<file path="src/sv/unicycle_pose_integrator_top_defines.svh">
// assertion macros shared by the pose integrator rtl
`ifndef UNICYCLE_POSE_INTEGRATOR_TOP_DEFINES_SVH
`define UNICYCLE_POSE_INTEGRATOR_TOP_DEFINES_SVH

// same-cycle implication, sampled on clk, off while in reset
`define UPI_ASSERT_IMP(lbl, ante, cons, msg) \
	lbl: assert property (@(posedge clk) disable iff (!arst_n) (ante) |-> (cons)) \
		else $error(msg);

// next-cycle implication, sampled on clk, off while in reset
`define UPI_ASSERT_NXT(lbl, ante, cons, msg) \
	lbl: assert property (@(posedge clk) disable iff (!arst_n) (ante) |=> (cons)) \
		else $error(msg);

`endif

</file>
<file path="src/sv/upi_pkg.sv">
// shared types, microcode program and constants of the pose integrator
`default_nettype none
package upi_pkg;

	// register file
	localparam int unsigned CFG_IDX_W = 2;
	localparam int unsigned CFG_DATA_W = 20;
	localparam logic [CFG_IDX_W-1:0] REG_FORWARD_SPEED = 2'd0;
	localparam logic [CFG_IDX_W-1:0] REG_BACKWARD_SPEED = 2'd1;
	localparam logic [CFG_IDX_W-1:0] REG_TURN_RATE = 2'd2;
	localparam logic [15:0] FORWARD_SPEED_RST = 16'd25600;
	localparam logic [15:0] BACKWARD_SPEED_RST = 16'd12800;
	localparam logic [19:0] TURN_RATE_RST = 20'd16384;

	// stream widths
	localparam int unsigned IN_TDATA_W = 24;
	localparam int unsigned OUT_TDATA_W = 80;

	// cordic
	localparam int unsigned CORDIC_ITER_DEF = 16;
	localparam int unsigned ATAN_LEN = 24;
	localparam int unsigned ITER_W = $clog2(ATAN_LEN);
	localparam int unsigned CORDIC_W = 34;
	localparam logic signed [CORDIC_W-1:0] CORDIC_GAIN_INV = 34'sd652032874;

	// microcode
	localparam int unsigned STEP_W = 3;
	typedef logic [STEP_W-1:0] step_t;
	localparam step_t STEP_LOAD = 3'd0;
	localparam step_t STEP_ITER = 3'd1;
	localparam step_t STEP_FIX = 3'd2;
	localparam step_t STEP_MULX = 3'd3;
	localparam step_t STEP_ACCX = 3'd4;
	localparam step_t STEP_ACCY = 3'd5;
	localparam step_t STEP_EMIT = 3'd6;

	typedef enum logic [1:0] {
		JMP_NEXT,
		JMP_WAIT_IN,
		JMP_LOOP,
		JMP_WAIT_OUT
	} jmp_t;

	typedef struct packed {
		logic  ld;
		logic  iter;
		logic  fix;
		logic  mul;
		logic  mul_y;
		logic  acc_x;
		logic  acc_y;
		logic  emit;
		jmp_t  jmp;
		step_t target;
	} ctrl_t;

	typedef struct packed {
		logic in_fire;
		logic iter_last;
		logic out_free;
	} seq_stat_t;

	// control store, one word per step
	function automatic ctrl_t ucode(input step_t step);
		ctrl_t w;
		w = '0;
		unique case (step)
			STEP_LOAD: begin
				w.ld = 1'b1;
				w.jmp = JMP_WAIT_IN;
			end
			STEP_ITER: begin
				w.iter = 1'b1;
				w.jmp = JMP_LOOP;
				w.target = STEP_ITER;
			end
			STEP_FIX: begin
				w.fix = 1'b1;
				w.jmp = JMP_NEXT;
			end
			STEP_MULX: begin
				w.mul = 1'b1;
				w.jmp = JMP_NEXT;
			end
			STEP_ACCX: begin
				w.acc_x = 1'b1;
				w.mul = 1'b1;
				w.mul_y = 1'b1;
				w.jmp = JMP_NEXT;
			end
			STEP_ACCY: begin
				w.acc_y = 1'b1;
				w.jmp = JMP_NEXT;
			end
			STEP_EMIT: begin
				w.emit = 1'b1;
				w.jmp = JMP_WAIT_OUT;
				w.target = STEP_LOAD;
			end
			default: begin
				w.jmp = JMP_WAIT_OUT;
				w.target = STEP_LOAD;
			end
		endcase
		return w;
	endfunction

	// arctangent of 2^-i as a fraction of a turn, 2^32 per turn
	function automatic logic [31:0] atan_turn(input logic [ITER_W-1:0] i);
		logic [31:0] a;
		unique case (i)
			5'd0:  a = 32'h20000000;
			5'd1:  a = 32'h12E4051E;
			5'd2:  a = 32'h09FB385B;
			5'd3:  a = 32'h051111D4;
			5'd4:  a = 32'h028B0D43;
			5'd5:  a = 32'h0145D7E1;
			5'd6:  a = 32'h00A2F61E;
			5'd7:  a = 32'h00517C55;
			5'd8:  a = 32'h0028BE53;
			5'd9:  a = 32'h00145F2F;
			5'd10: a = 32'h000A2F98;
			5'd11: a = 32'h000517CC;
			5'd12: a = 32'h00028BE6;
			5'd13: a = 32'h000145F3;
			5'd14: a = 32'h0000A2FA;
			5'd15: a = 32'h0000517D;
			5'd16: a = 32'h000028BE;
			5'd17: a = 32'h0000145F;
			5'd18: a = 32'h00000A30;
			5'd19: a = 32'h00000518;
			5'd20: a = 32'h0000028C;
			5'd21: a = 32'h00000146;
			5'd22: a = 32'h000000A3;
			5'd23: a = 32'h00000051;
			default: a = 32'h00000000;
		endcase
		return a;
	endfunction

endpackage
`default_nettype wire

</file>
<file path="src/sv/upi_seq.sv">
// microcode sequencer: step counter, control store lookup and jumps
`default_nettype none
module upi_seq
	import upi_pkg::*;
(
	input  wire logic      clk,
	input  wire logic      arst_n,
	input  wire seq_stat_t stat,
	output ctrl_t          ctrl
);

	step_t pc_q;
	step_t pc_d;
	step_t pc_inc;

	// current control word
	assign ctrl = ucode(pc_q);
	assign pc_inc = pc_q + step_t'(1);

	// next step selection
	always_comb begin
		unique case (ctrl.jmp)
			JMP_NEXT:     pc_d = pc_inc;
			JMP_WAIT_IN:  pc_d = stat.in_fire ? pc_inc : pc_q;
			JMP_LOOP:     pc_d = stat.iter_last ? pc_inc : ctrl.target;
			JMP_WAIT_OUT: pc_d = stat.out_free ? ctrl.target : pc_q;
			default:      pc_d = STEP_LOAD;
		endcase
	end

	// step counter
	always_ff @(posedge clk or negedge arst_n) begin
		if (!arst_n) begin
			pc_q <= STEP_LOAD;
		end else begin
			pc_q <= pc_d;
		end
	end

endmodule
`default_nettype wire

</file>
<file path="config.mk">
export PLATFORM = sky130hd
export DESIGN_NAME = upi_seq
export DESIGN_NICKNAME = d
export VERILOG_FILES = /design/src/sv/unicycle_pose_integrator_top_defines.svh /design/src/sv/upi_pkg.sv /design/src/sv/upi_seq.sv
export SDC_FILE = /design/constraint.sdc
export NUM_CORES = 1
export LEC_CHECK = 0
export BUFFER_PORTS_ARGS = -buffer_cell sky130_fd_sc_hd__buf_2
export CORE_AREA = 4 4 41 43
export CTS_CLUSTER_SIZE = 24
export DETAILED_ROUTE_END_ITERATION = 8
export DIE_AREA = 0 0 45 47
export GPL_ROUTABILITY_DRIVEN = 1
export HOLD_SLACK_MARGIN = 0.12
export PLACE_DENSITY_LB_ADDON = 0.1
export REMOVE_ABC_BUFFERS = 1
export SYNTH_ARGS = -nofsm -noshare
export SYNTH_HDL_FRONTEND = slang
export SYNTH_SLANG_ARGS = --single-unit
export TNS_END_PERCENT = 1
</file>
<file path="constraint.sdc">
create_clock -name clk -period 3.5 [get_ports clk]
set_clock_uncertainty 0.2 [all_clocks]
set_input_delay 0.175 -clock clk [delete_from_list [all_inputs] [get_ports clk]]
set_output_delay 0.175 -clock clk [all_outputs]
set_load 0.05 [all_outputs]
</file>
==> results.sh <==
export IMPL_clk_latency_ns=0.23
export IMPL_maxSlewViolCount=0
export IMPL_rsz0062_at_grt="false"
export IMPL_syn_inst=41
export IMPL_first_iter_violations=0
export IMPL_crit_type="register to output pin"
export IMPL_synthArstFlopShare_pct=100.0
export IMPL_fp_dieH_um=47
export IMPL_yosys_area_top_type="dfrtp_1"
export IMPL_holdBufCountCts=3
export IMPL_arrival_ns=2.03
export IMPL_synth_common_cells="ha_1, buf_4, inv_1, nor2_1"
export IMPL_wl_um=743
export IMPL_core_area_um2=1301
export IMPL_crit_path_end_kind="output pin"
export IMPL_cp_start_kind="register"
export IMPL_cts_tree="done"
export IMPL_setup_viol=0
export IMPL_clk_pin_slew_ns=0.04
export IMPL_cts_buffers=3
export IMPL_ant_nets=0
export IMPL_largest_reg_flops=3
export IMPL_via_per_inst=4.413
export IMPL_grt_max_degree=8
export IMPL_synth_area_per_cell_um2=8.606
export IMPL_layout_nets=71
export IMPL_cts_buffer_depth=2
export IMPL_ys_warnings_count=0
export IMPL_htree_levels=1
export IMPL_fmax_mhz=415.1
export IMPL_highest_layer="met4"
export IMPL_cts_root_buf="clkbuf_4"
export IMPL_critPathRequiredTime_ns=3.12
export IMPL_grt_overflow_total=0
export IMPL_postCtsSetupRepairBufs=0
export IMPL_biggestRegsByFlops="pc_q: 3 flops"
export IMPL_status="finished clean"
export IMPL_cp_max_fo=6
export IMPL_finalHoldViolations=0
export IMPL_grt_pass1_wl_um=1179
export IMPL_wl_met1_um=334
export IMPL_dr_pass1_iters=1
export IMPL_antenna_cells=0
export IMPL_cts_resized=0
export IMPL_layout_area_overhead_vs_synth_pct=35.11
export IMPL_die_w_um=45
export IMPL_vias=331
export IMPL_hold_ws_ns=0.2099
export IMPL_ys_seq_area_share_pct=21.28
export IMPL_grt_pass1_vias=279
export IMPL_synth_cell_type_count=22
export IMPL_finalCriticalPeriod_ns=2.409
export IMPL_synth_edf_count=0
export IMPL_synth_most_common_cell="ha_1"
export IMPL_port_buffers=15
export IMPL_synth_ff_type="dfrtp_1"
export IMPL_synthTopCellsByArea="dfrtp_1, ha_1, buf_4"
export IMPL_grt_usage_pct=7.924
export IMPL_hold_class="input pin to register"
export IMPL_netlist_area_um2=352.8
export IMPL_synth_top_area_share_pct=21.28
export IMPL_top_register="pc_q"
export IMPL_synth_ff_latch_count=3
export IMPL_dieArea_um2=2115
export IMPL_ios=18
export IMPL_tns_ns=0
export IMPL_num_rows=13
export IMPL_drc=0
export IMPL_cts_num_sinks=3
export IMPL_maxCapViolCount=0
export IMPL_route_met2_wl_um=317
export IMPL_routabilityCongestion=0.6969
export IMPL_layout_drive_gt1_share_pct=45.00
export IMPL_met3_length_um=75
export IMPL_place_hpwl_um=594.2
export IMPL_antenna_found_initial=0
export IMPL_wl_per_cell_um=9.907
export IMPL_fin_crit_sh_pct=68.84
export IMPL_initial_utilization_pct=27.12
logic make-up (layout without fill, tap and decap cells):
| group | after synthesis | after routing | share of synthesized area (%) |
|---|---|---|---|
| simple gates | 18 | 18 | 34.75 |
| flops | 3 | 3 | 21.28 |
| other cells | 1 | 2 | 1.063 |
| compound gates | 5 | 5 | 9.577 |
| mux | 1 | 1 | 2.837 |
| buf+inv | 8 | 26 | 12.77 |
| fa+ha+maj | 5 | 5 | 17.73 |
final cells by class:
type                       count  area (µm²)
sequential                     3       75.07
inverter                       4       15.01
fill                         141       824.5
multi-input combinational     31       236.5
tap                           15       18.77
timing repair buffer          18       105.1
clock buffer                   4       26.28
cells in the final DEF (no fill, tap or decap), types with 2 or more instances in the layout:
cell type      instances
ha_1                   5
dlygate4sd3_1          3
conb_1                 2
and2_2                 3
and2b_2                2
inv_1                  4
clkbuf_4               3
dfrtp_1                3
buf_2                 15
o21ai_0                2
nor2_1                 4
through the flow:
stage	setup slack, ns	area [µm²]	std cells	utilization (%)
floorplan	1.313	326.6	38	-
global placement	1.330	420.4	68	32.31
detailed placement	1.324	420.4	68	32.31
CTS	1.071	476.7	75	36.63
global route	1.012	476.7	75	36.63
finish	1.091	476.7	75	36.63
layer usage:
| metal | vias up | track usage (%) |
|---|---|---|
| met3 | 2 | 1.533 |
| met1 | 143 | 9.633 |
| met4 | 0 | 7.018 |
| li1 | 171 | - |
| met2 | 15 | 11.86 |
| met5 | - | 0 |
worst paths after layout:
path	from	end	slack (ns)	cells past startpoint
min	stat[2]	pc_q[2]	0.21	5
min in group asynchronous	arst_n	pc_q[0]	0.61	3
max in group asynchronous	arst_n	pc_q[2]	2.35	3
max reg2reg	pc_q[0]	pc_q[0]	1.34	5
max	pc_q[0]	ctrl[4]	1.09	5
min reg2reg	pc_q[1]	pc_q[1]	0.35	1
worst max-delay path: stages, from the launching register on:
cell and delay [ns]:
dfrtp_1 0.42, ha_1 0.22, ha_1 0.21, or4_4 0.55, or2b_1 0.17, buf_2 0.25
Power is not shown: default switching activity piles up to over one toggle a cycle in this logic, so the estimate is an artifact.
